[src/assert_macros.svh]
`ifndef ASSERT_MACROS_SVH
`define ASSERT_MACROS_SVH

// implication or plain property, checked on every rising clk outside reset
`define ASSERT_PROP(label, prop, msg) \
  label: assert property (@(posedge clk) disable iff (rst) prop) else $error(msg);

// condition that must never hold
`define ASSERT_NEVER(label, cond, msg) \
  label: assert property (@(posedge clk) disable iff (rst) !(cond)) else $error(msg);

`endif

[src/hbgt_pkg.sv]
package hbgt_pkg;

  localparam int IN_TDATA_W  = 200;
  localparam int OUT_TDATA_W = 8;
  localparam int KIND_W      = 3;

  localparam logic [KIND_W-1:0] KIND_BLACKLIST = 3'd0;
  localparam logic [KIND_W-1:0] KIND_SELECT    = 3'd1;
  localparam logic [KIND_W-1:0] KIND_SUCCESS   = 3'd2;
  localparam logic [KIND_W-1:0] KIND_CLEAR     = 3'd3;
  localparam logic [KIND_W-1:0] KIND_TICK      = 3'd4;

  localparam logic [1:0] ST_WHITE      = 2'd0;
  localparam logic [1:0] ST_GRAY_IDLE  = 2'd1;
  localparam logic [1:0] ST_GRAY_PROBE = 2'd2;
  localparam logic [1:0] ST_BLACK      = 2'd3;

  typedef enum logic [2:0] {
    OP_BLACKLIST,
    OP_SELECT,
    OP_SUCCESS,
    OP_CLEAR,
    OP_TICK,
    OP_NONE
  } hbgt_op_t;

  typedef struct packed {
    logic        is_ipv6;
    logic [7:0]  transport_code;
    logic [15:0] port_number;
    logic [63:0] addr_low;
    logic [63:0] addr_high;
  } hbgt_key_t;

  // input word layout, first field highest
  typedef struct packed {
    logic [4:0]  pad;
    logic        allow_black;
    logic        allow_white;
    logic [19:0] gray_ttl;
    logic [19:0] black_ttl;
    hbgt_key_t   key;
  } hbgt_in_word_t;

  typedef struct packed {
    logic [3:0] pad;
    logic       table_full;
    logic       allowed;
    logic [1:0] host_status;
  } hbgt_out_word_t;

  typedef struct packed {
    hbgt_op_t    op;
    hbgt_key_t   key;
    logic [19:0] black_ttl;
    logic [19:0] gray_ttl;
    logic        allow_white;
    logic        allow_black;
  } hbgt_item_t;

  typedef struct packed {
    hbgt_key_t   key;
    logic [31:0] black_expiry;
    logic [31:0] gray_expiry;
    logic        probing_mark;
  } hbgt_entry_t;

  typedef struct packed {
    logic busy;
    logic result_pending;
  } hbgt_back_status_t;

endpackage

[src/hbgt_front.sv]
module hbgt_front import hbgt_pkg::*; (
  input  logic                  clk,
  input  logic                  rst,
  input  logic                  s_tvalid,
  output logic                  s_tready,
  input  logic [IN_TDATA_W-1:0] s_tdata,  // addr_high, addr_low, port_number, transport_code,
                                          // is_ipv6, black_ttl, gray_ttl, allow_white,
                                          // allow_black, zero pad
  input  logic [KIND_W-1:0]     s_tuser,  // kind
  output logic                  q_valid,
  input  logic                  q_ready,
  output hbgt_item_t            q_item
);

  hbgt_in_word_t in_word;
  hbgt_op_t      op;
  hbgt_item_t    fifo_mem [2];
  logic          wr_ptr;
  logic          rd_ptr;
  logic [1:0]    count;
  logic          push;
  logic          pop;

  assign in_word = hbgt_in_word_t'(s_tdata);

  always_comb begin
    unique case (s_tuser)
      KIND_BLACKLIST: op = OP_BLACKLIST;
      KIND_SELECT:    op = OP_SELECT;
      KIND_SUCCESS:   op = OP_SUCCESS;
      KIND_CLEAR:     op = OP_CLEAR;
      KIND_TICK:      op = OP_TICK;
      default:        op = OP_NONE;
    endcase
  end

  assign s_tready = (count != 2'd2);
  assign q_valid  = (count != 2'd0);
  assign q_item   = fifo_mem[rd_ptr];
  assign push     = s_tvalid && s_tready;
  assign pop      = q_valid && q_ready;

  always_ff @(posedge clk) begin
    if (push) begin
      fifo_mem[wr_ptr] <= '{op:          op,
                            key:         in_word.key,
                            black_ttl:   in_word.black_ttl,
                            gray_ttl:    in_word.gray_ttl,
                            allow_white: in_word.allow_white,
                            allow_black: in_word.allow_black};
    end
  end

  always_ff @(posedge clk) begin
    if (rst) begin
      wr_ptr <= 1'b0;
      rd_ptr <= 1'b0;
      count  <= 2'd0;
    end else begin
      if (push) begin
        wr_ptr <= ~wr_ptr;
      end
      if (pop) begin
        rd_ptr <= ~rd_ptr;
      end
      case ({push, pop})
        2'b10:   count <= count + 2'd1;
        2'b01:   count <= count - 2'd1;
        default: count <= count;
      endcase
    end
  end

endmodule

[src/hbgt_back.sv]
module hbgt_back import hbgt_pkg::*; #(
  parameter int TABLE_ENTRIES = 16
) (
  input  logic                   clk,
  input  logic                   rst,
  input  logic                   q_valid,
  output logic                   q_ready,
  input  hbgt_item_t             q_item,
  output hbgt_back_status_t      bstat,
  output logic                   m_tvalid,
  input  logic                   m_tready,
  output logic [OUT_TDATA_W-1:0] m_tdata   // host_status, allowed, table_full, zero pad
);

  localparam int IDX_W = (TABLE_ENTRIES > 1) ? $clog2(TABLE_ENTRIES) : 1;
  localparam int CNT_W = $clog2(TABLE_ENTRIES + 1);
  localparam logic [CNT_W-1:0] LAST_CNT = CNT_W'(TABLE_ENTRIES);

  typedef enum logic [3:0] {
    S_IDLE = 4'b0001,
    S_SCAN = 4'b0010,
    S_EXEC = 4'b0100,
    S_DONE = 4'b1000
  } state_t;

  state_t                   state;
  hbgt_item_t               item;
  logic [31:0]              now_sec;
  logic [TABLE_ENTRIES-1:0] valid;
  hbgt_entry_t              mem [TABLE_ENTRIES];
  hbgt_entry_t              rdata;
  logic [CNT_W-1:0]         cnt;
  logic                     rd_pend;
  logic [IDX_W-1:0]         rd_idx;
  logic                     rd_en;
  logic                     hit;
  logic [IDX_W-1:0]         hit_idx;
  hbgt_entry_t              hit_entry;
  logic                     hit_black;
  logic                     hit_gray;
  logic                     free_found;
  logic [IDX_W-1:0]         free_idx;
  logic [31:0]              black_new;
  hbgt_out_word_t           res;
  hbgt_out_word_t           res_next;
  hbgt_out_word_t           out_word;
  logic                     out_valid;
  logic                     out_load;

  logic [32:0]      black_sum;
  logic [32:0]      gray_sum;
  logic [31:0]      gray_new;
  logic [32:0]      tick_sum;
  logic             entry_hit;
  logic [1:0]       sel_status;
  logic             wr_en;
  logic [IDX_W-1:0] wr_idx;
  hbgt_entry_t      wr_data;
  logic             v_set;
  logic             v_clr;

  assign black_sum = {1'b0, now_sec} + {13'b0, q_item.black_ttl};
  assign gray_sum  = {1'b0, black_new} + {13'b0, item.gray_ttl};
  assign gray_new  = gray_sum[32] ? '1 : gray_sum[31:0];
  assign tick_sum  = {1'b0, now_sec} + 33'd1;

  assign rd_en     = (state == S_SCAN) && (cnt != LAST_CNT);
  assign entry_hit = rd_pend && valid[rd_idx] && (rdata.key == item.key);
  assign out_load  = (state == S_DONE) && (!out_valid || m_tready);

  always_comb begin
    if (!hit) begin
      sel_status = ST_WHITE;
    end else if (hit_black) begin
      sel_status = ST_BLACK;
    end else if (hit_gray) begin
      sel_status = hit_entry.probing_mark ? ST_GRAY_PROBE : ST_GRAY_IDLE;
    end else begin
      sel_status = ST_WHITE;
    end
  end

  always_comb begin
    res_next = '0;
    wr_en    = 1'b0;
    wr_idx   = hit_idx;
    wr_data  = hit_entry;
    v_set    = 1'b0;
    v_clr    = 1'b0;
    case (item.op)
      OP_BLACKLIST: begin
        wr_idx = hit ? hit_idx : free_idx;
        wr_data = '{key:          item.key,
                    black_expiry: black_new,
                    gray_expiry:  gray_new,
                    probing_mark: 1'b0};
        if (hit || free_found) begin
          wr_en = 1'b1;
          v_set = 1'b1;
        end else begin
          res_next.table_full = 1'b1;
        end
      end
      OP_SELECT: begin
        res_next.host_status = sel_status;
        if (sel_status == ST_WHITE || sel_status == ST_GRAY_IDLE) begin
          res_next.allowed = item.allow_white;
        end else begin
          res_next.allowed = item.allow_black;
        end
        v_clr = hit && (sel_status == ST_WHITE);
        if (sel_status == ST_GRAY_IDLE && item.allow_white) begin
          wr_en = 1'b1;
          wr_data.probing_mark = 1'b1;
        end
      end
      OP_SUCCESS: begin
        if (hit && !hit_black) begin
          wr_en = 1'b1;
          wr_data.black_expiry = '0;
          wr_data.gray_expiry  = '0;
          wr_data.probing_mark = 1'b0;
        end
      end
      default: begin
      end
    endcase
  end

  always_ff @(posedge clk) begin
    if (state == S_EXEC && wr_en) begin
      mem[wr_idx] <= wr_data;
    end
    if (rd_en) begin
      rdata <= mem[cnt[IDX_W-1:0]];
    end
  end

  always_ff @(posedge clk) begin
    if (rst) begin
      state      <= S_IDLE;
      valid      <= '0;
      now_sec    <= '0;
      out_valid  <= 1'b0;
      cnt        <= '0;
      rd_pend    <= 1'b0;
      hit        <= 1'b0;
      free_found <= 1'b0;
    end else begin
      if (out_load) begin
        out_valid <= 1'b1;
      end else if (m_tready) begin
        out_valid <= 1'b0;
      end
      unique case (state)
        S_IDLE: begin
          if (q_valid) begin
            item       <= q_item;
            black_new  <= black_sum[32] ? '1 : black_sum[31:0];
            hit        <= 1'b0;
            free_found <= 1'b0;
            cnt        <= '0;
            rd_pend    <= 1'b0;
            res        <= '0;
            case (q_item.op) inside
              OP_BLACKLIST, OP_SELECT, OP_SUCCESS: state <= S_SCAN;
              OP_CLEAR: begin
                valid <= '0;
                state <= S_DONE;
              end
              OP_TICK: begin
                now_sec <= tick_sum[32] ? '1 : tick_sum[31:0];
                state   <= S_DONE;
              end
              default: state <= S_DONE;
            endcase
          end
        end
        S_SCAN: begin
          rd_pend <= rd_en;
          rd_idx  <= cnt[IDX_W-1:0];
          if (rd_en) begin
            cnt <= cnt + 1'b1;
          end
          if (entry_hit) begin
            hit       <= 1'b1;
            hit_idx   <= rd_idx;
            hit_entry <= rdata;
            hit_black <= now_sec < rdata.black_expiry;
            hit_gray  <= now_sec < rdata.gray_expiry;
            state     <= S_EXEC;
          end else begin
            if (rd_pend && !valid[rd_idx] && !free_found) begin
              free_found <= 1'b1;
              free_idx   <= rd_idx;
            end
            if (!rd_pend && cnt == LAST_CNT) begin
              state <= S_EXEC;
            end
          end
        end
        S_EXEC: begin
          res <= res_next;
          if (v_set) begin
            valid[wr_idx] <= 1'b1;
          end
          if (v_clr) begin
            valid[hit_idx] <= 1'b0;
          end
          state <= S_DONE;
        end
        S_DONE: begin
          if (out_load) begin
            state <= S_IDLE;
          end
        end
        default: state <= S_IDLE;
      endcase
    end
  end

  always_ff @(posedge clk) begin
    if (out_load) begin
      out_word <= res;
    end
  end

  assign q_ready              = (state == S_IDLE);
  assign m_tvalid             = out_valid;
  assign m_tdata              = out_word;
  assign bstat.busy           = (state != S_IDLE);
  assign bstat.result_pending = out_valid;

endmodule

[src/host_blacklist_graylist_table.sv]
// Unhealthy host table: up to TABLE_ENTRIES records keyed by address, port, transport and
// family, each black until its black expiry, then gray (probing or not) until its gray
// expiry, then white. Every input word gives exactly one result word. Words enter a
// two-deep queue; the table engine behind it takes one at a time. Blacklist, select and
// success scan the record memory one entry a cycle through its single read port, stopping
// early when the host is found; tick, clear and unused kinds skip the scan. The table is
// empty after reset with no clearing pass.
`include "assert_macros.svh"

module host_blacklist_graylist_table import hbgt_pkg::*; #(
  parameter int TABLE_ENTRIES = 16
) (
  input  logic                   clk,
  input  logic                   rst,
  input  logic                   s_tvalid,
  output logic                   s_tready,
  input  logic [IN_TDATA_W-1:0]  s_tdata,   // addr_high, addr_low, port_number,
                                            // transport_code, is_ipv6, black_ttl,
                                            // gray_ttl, allow_white, allow_black, zero pad
  input  logic [KIND_W-1:0]      s_tuser,   // kind
  output logic                   m_tvalid,
  input  logic                   m_tready,
  output logic [OUT_TDATA_W-1:0] m_tdata    // host_status, allowed, table_full, zero pad
);

  logic              q_valid;
  logic              q_ready;
  hbgt_item_t        q_item;
  hbgt_back_status_t bstat;

  hbgt_front u_front (
    .clk      (clk),
    .rst      (rst),
    .s_tvalid (s_tvalid),
    .s_tready (s_tready),
    .s_tdata  (s_tdata),
    .s_tuser  (s_tuser),
    .q_valid  (q_valid),
    .q_ready  (q_ready),
    .q_item   (q_item)
  );

  hbgt_back #(
    .TABLE_ENTRIES (TABLE_ENTRIES)
  ) u_back (
    .clk      (clk),
    .rst      (rst),
    .q_valid  (q_valid),
    .q_ready  (q_ready),
    .q_item   (q_item),
    .bstat    (bstat),
    .m_tvalid (m_tvalid),
    .m_tready (m_tready),
    .m_tdata  (m_tdata)
  );

  `ASSERT_PROP(a_pop_starts_work, (q_valid && q_ready) |=> bstat.busy, "pop without work")
  `ASSERT_PROP(a_idle_takes_work, !bstat.busy |-> q_ready, "idle engine not ready")
  `ASSERT_NEVER(a_full_with_status, m_tvalid && m_tdata[3] && m_tdata[1:0] != ST_WHITE, "full on select")
  `ASSERT_NEVER(a_full_allowed, bstat.result_pending && m_tdata[3] && m_tdata[2], "full and allowed")

endmodule

[config.mk]
export PLATFORM = sky130hd
export DESIGN_NAME = host_blacklist_graylist_table
export DESIGN_NICKNAME = d
export VERILOG_FILES = /design/src/hbgt_pkg.sv /design/src/hbgt_front.sv /design/src/hbgt_back.sv /design/src/host_blacklist_graylist_table.sv
export VERILOG_INCLUDE_DIRS = /design/src /design/src/src
export SDC_FILE = /design/constraint.sdc
export NUM_CORES = 2
export LEC_CHECK = 0
export ABC_AREA = 1
export BUFFER_PORTS_ARGS = -buffer_cell sky130_fd_sc_hd__clkbuf_2
export CELL_PAD_IN_SITES_DETAIL_PLACEMENT = 0
export CELL_PAD_IN_SITES_GLOBAL_PLACEMENT = 1
export CORE_MARGIN = 2
export CORE_UTILIZATION = 50
export CTS_CLUSTER_SIZE = 14
export DETAILED_ROUTE_END_ITERATION = 10
export GPL_ROUTABILITY_DRIVEN = 0
export GPL_TIMING_DRIVEN = 0
export PLACE_DENSITY_LB_ADDON = 0.1
export SKIP_CTS_REPAIR_TIMING = 1
export SYNTH_ARGS = -nofsm -noshare
export SYNTH_HDL_FRONTEND = slang
export SYNTH_HIERARCHICAL = 1
export SYNTH_SLANG_ARGS = --single-unit
[constraint.sdc]
create_clock -name clk -period 26 [get_ports clk]
set_input_delay 5.2 -clock clk [delete_from_list [all_inputs] [get_ports clk]]
set_output_delay 5.2 -clock clk [all_outputs]
set_load 0.05 [all_outputs]
=== Yosys cells after proc, flatten, opt, wreduce, memory -nomap -nowiden ===
Memory sizes are Yosys's and may differ from the RTL's. A register that Yosys moved wholly into a read port is not among the register bits.
Index checks and enable logic that the tools add are counted.

* Shifts and indexed selects: 0
* Mux-type cells: 65
* Multipliers: 0
* Equal/unequal tests: 30
* Add/sub/neg operators: 6
* Div/mod/pow operators: 0
* Magnitude comparators: 7
* Bitwise gates (word level): 9
* Reduce and logical (&&, ||, !) cells: 45

{| class="wikitable"
|+ Operators with widths
! kind !! count
|-
| 153-bit == test || 1
|-
| 153-bit 2-to-1 mux || 1
|-
| 64-bit one-hot mux with 2 select lines || 1
|-
| 16-bit 2-to-1 mux || 7
|-
| 32-bit by 20-bit adder with 33-bit output || 2
|-
| 65-bit 2-to-1 mux || 1
|-
| 32-bit < comparator || 2
|-
| 32-bit 2-to-1 mux || 2
|-
| 32-bit by 1-bit adder with 33-bit output, second input constant || 1
|-
| 16-bit one-hot mux with 2 select lines || 1
|-
| 4-bit 2-to-1 mux || 7
|-
| 1-bit 2-to-1 mux || 24
|-
| 3-bit AND reduction || 6
|-
| 16-bit bitwise AND || 1
|-
| 16-bit NOT || 1
|-
| 16-bit OR || 1
|-
| 4-bit one-hot mux with 4 select lines || 1
|-
| 8-bit one-hot mux with 2 select lines || 1
|-
| 3-bit by 2-bit == test with 1-bit output, second input constant || 5
|-
| 1-bit logical AND || 15
|-
| 4-bit by 5-bit < comparator with 1-bit output, second input constant || 3
|-
| 3-bit one-hot mux with 5 select lines || 1
|-
| 4-bit AND reduction || 3
|-
| 5-bit 2-to-1 mux || 2
|-
| other kinds (35) || 72
|}

* Flip-flop bits (word level): 523
* Latch bits: 0
* Output and inout port bits: 10
* Input bits: 207
* Memories kept: 2
* Word-level logic and storage cells: 206
* ROM bits: 0
* RAM bits: 3884

{| class="wikitable"
|+ Memories
! memory !! words !! width !! rd ports !! clocked after memory_dff !! wr ports !! line !! text
|-
| u_back.mem || 16 || 218 || 1 || 1 || 1 || hbgt_back.sv:30 || <nowiki>hbgt_entry_t mem [TABLE_ENTRIES];</nowiki>
|-
| u_front.fifo_mem || 2 || 198 || 1 || 1 || 1 || hbgt_front.sv:17 || <nowiki>hbgt_item_t fifo_mem [2];</nowiki>
|}

=== Logic depth before layout (Yosys ltp) ===
* Word-level depth: 13
* Mapped depth: 16
* Mapped depth without buffers: 16

=== Cells and area by module ===
Netlist, hierarchy kept.

{| class="wikitable"
|+ Modules (own cells, without submodules)
! module !! cells each !! seq. area each (um2) !! area an instance (um2) !! instances
|-
| hbgt_back || 12861 || 126020.9 || 166118.1 || 1
|-
| hbgt_front || 658 || 11991.5 || 14964.4 || 1
|}

=== Worst setup path after synthesis ===
OpenSTA, ideal clock, no wires.

* Kind: register -> register
* Start point: reg u_back/item[196] in the netlist's numbering
* End point: mem u_back/mem[13][0] in the netlist's numbering, enable pin
* Data arrival time: 16.353 ns
* Clock period less this slack: 17.416 ns
* Setup time: 1.063 ns
* Data required time: 24.937 ns
* Buffers on the path: 0
* Slack: 8.584 ns
* Stages on the path, launching flop included: 10
* Cells stage by stage: edfxtp_1 > nor2_1 > nand2_1 > nor2_1 > inv_1 > o21ai_0 > inv_1 > nor2_1 > inv_1 > nor3_1

* Word-level cells in the longest chain between the ends: 5
* Elaborated cells between the ends (all ways): 8
* Classes of those cells: eq/ne: 2; mux: 4; reduce/logical: 2

{| class="wikitable"
|+ Ends and longest elaborated chain
! what !! line !! text
|-
| from (decl) || hbgt_back.sv:27 || <nowiki>hbgt_item_t item;</nowiki>
|-
| from (signal assigned) || hbgt_back.sv:158 || <nowiki>item <= q_item;</nowiki>
|-
| 3-bit by 2-bit == test with 1-bit output (tied with other cells) || hbgt_back.sv:90 || <nowiki>case (item.op)</nowiki>
|-
| 1-bit one-hot mux with 3 select lines || hbgt_back.sv:90 ||
|-
| 1-bit logical AND || hbgt_back.sv:131 || <nowiki>if (state == S_EXEC && wr_en) begin</nowiki>
|-
| 1-bit 2-to-1 mux || hbgt_back.sv:131 ||
|-
| 1-bit 2-to-1 mux (not written as such) || hbgt_back.sv:132 || <nowiki>mem[wr_idx] <= wr_data;</nowiki>
|-
| to (decl) || hbgt_back.sv:30 ||
|}

Parallel ways exist; a longest one is shown, timed or not.

=== Worst setup path after layout ===
* Start point: in rst
* End point: reg u_back/hit_entry[89] in the netlist's numbering, enable pin

* Word-level cells in the longest chain between the ends: 2

{| class="wikitable"
|+ Ends and longest elaborated chain
! what !! line !! text
|-
| from (decl) || host_blacklist_graylist_table.sv:14 || <nowiki>input logic rst,</nowiki>
|-
| 1-bit NOT (no source line) || -- ||
|-
| 3-bit AND reduction (no source line) || -- ||
|-
| to (signal assigned) || hbgt_back.sv:188 || <nowiki>hit_entry <= rdata;</nowiki>
|-
| to (decl) || hbgt_back.sv:38 || <nowiki>hbgt_entry_t hit_entry;</nowiki>
|}

No other way between the ends.
A chain may end at the register's enable or synchronous reset.

==> results.py <==
metrics = {
    "outcome": {
        "status": "completed",
    },
    "grt": {
        "antenna_found_initial": 67,
        "grt_overflow_total": 0,
        "grt_pass1_vias": 114333,
        "grt_util_all_layers_pct": 33.0,
        "grt_start_max_net_pins": 83,
        "grt_pass1_wl_um": 854000,
    },
    "detailed_routing": {
        "first_pass_iters": 8,
        "avgViaCountPerCell": 6.16,
        "drc": 0,
        "via_count": 122320,
        "wl_um": 617000,
        "wire_per_inst_um": 31.1,
        "antenna_left": 0,
        "drt_iter0_drc": 18620,
    },
    "hold_path": {
        "hp-class": "register to register",
    },
    "timing": {
        "finalSetupTns_ps": 0,
        "max_freq_mhz": 139,
        "tightest_slew_ps": 1480,
        "holdWs_ps": 430,
        "rsz0062_at_grt": "no",
        "finalHoldViolations": 0,
        "final-setup-viol-count": 0,
        "setup_ws_ps": 18790,
        "final.setup_skew_ps": 57.5,
        "finalMaxSlewViolations": 0,
        "period_share_pct": 27.7,
        "slew_headroom_pct": 1.05,
        "min_period_ps": 7210,
    },
    "cts": {
        "clockRootBuffer": "clkbuf_16",
        "htreeDepth": 5,
        "cts_tree": "yes",
        "clockBufferDepth": 4,
        "worst_skew_pair.late_latency_ps": 1040,
        "cts_buffers": 471,
        "clkSlewWorstSetupHoldPaths_ps": 60,
        "clock_sinks": 4618,
    },
    "place": {
        "place.port_buffers": 207,
        "placed_cells": 18942,
        "pre_cts_ws_ps": 17840,
        "dp.final_hpwl_um": 440000,
        "placed_area_um2": 194000,
    },
    "power_and_ir_drop": {
        "p_per_area_nw_per_um2": 82.0,
        "report.power.total_mw": 17.2,
        "p_leak_nw": 71.9,
        "ir_drop_mv": 0.0611,
    },
    "floorplanning": {
        "core_area_um2": 360000,
        "die_w_um": 606,
        "rows": 220,
        "start_util_pct": 50.3,
        "io_pins": 217,
        "die_h_um": 606,
        "dieArea_um2": 367000,
    },
    "critical_path": {
        "crit_path_start_kind": "primary input",
        "crit_arrival_ps": 7820,
        "r2r-end": "u_back/hit_entry[89]",
        "path_max_fanout": 82,
        "r2r-start": "u_back/rdata[149]",
        "required_ps": 26610,
        "critPathCapture": "u_back/hit_entry[89]",
        "critPathKind": "primary input to register",
        "worstRegToRegCells": 15,
        "cp-end-kind": "register",
        "rrSetupSlack_ps": 19740,
        "crit_start": "rst",
    },
    "finish": {
        "multi_input_area_um2": 38400,
        "drive_gt1_share_pct": 11.5,
        "area_delta_synth_final_pct": 15.8,
        "final_core_util_pct": 58.3,
        "fillers": 28293,
        "fin_area_um2": 210000,
        "instances_no_fill": 19857,
        "regArea_um2": 138000,
        "layout.nets": 14967,
    },
    "job": {
        "maxCapViolations": 0,
    },
    "logic_synthesis": {
        "synth_warnings": 6,
        "syn_avg_cell_area_um2": 13.4,
        "synthCells": 13518,
        "synth_area_um2": 181000,
    },
}
-- how the worst min path moves through the flow --
stage	slack (ps)	depth (start not counted)	startpoint	to
global placement	410	0	u_back/res[2]	u_back/m_tdata[2]
detailed placement	420	0	u_back/res[2]	u_back/m_tdata[2]
finish	430	0	u_back/res[2]	u_back/m_tdata[2]
CTS	430	0	u_back/res[2]	u_back/m_tdata[2]
global route	440	0	u_back/res[1]	u_back/m_tdata[1]
floorplan	400	0	u_back/rdata[0]	u_back/hit_entry[0]
-- state kept, by name (all words and copies together) (netlist names), 5 cells and up, named ones only --
name and count:
u_back/mem 3488, u_front/fifo_mem 396, u_back/hit_entry 218, u_back/rdata 218
u_back/item 178, u_back/black_new 32, u_back/now_sec 32, u_back/valid 16
u_back/cnt 5
-- report_power, final --
group          internal, mW  leakage [nW]  switching (mW)  total (mW)
clock                  3.78          7.37            2.86        6.64
combinational         0.488          22.8            1.31        1.80
sequential             8.60          41.7           0.144        8.74
-- layout make-up --
cell class,instances,area share [%]
well taps,4773,2.85
inverters,441,0.797
repair buffers,658,3.48
plain buffers,768,1.53
clock buffers,589,5.93
flip-flops and latches,4618,65.8
multi-input cells,7694,18.3
diodes,32,0.0382
clock inverters,284,1.22
-- layer usage --
layer	track usage (%)	routed length, um	vias to the layer above
li1	-	-	51992
met1	47.8	248000	61737
met2	48.7	270000	7501
met3	6.82	71200	1070
met4	14.1	27800	20
met5	0	132	-
-- placed cells by master, fill, tap and decap left out, drive strengths merged, types with 45 or more instances in the layout --
cell and n:
nand4 240, inv 457, a21oi 142, buf 560
nor2 1969, mux2 198, nand3 89, ha 106
o21ai 2031, o22ai 873, clkbuf 1454, dfxtp 66
nand2 1811, xor2 45, edfxtp 4552, clkinv 220
-- worst max-delay path: stages --
cell and delay (ps):
clkbuf_2 100, clkbuf_8 210, nor2_1 330, nand2_1 230, inv_8 480, buf_16 390, buf_16 430
No activity file was read; power rests on OpenSTA's default activity.
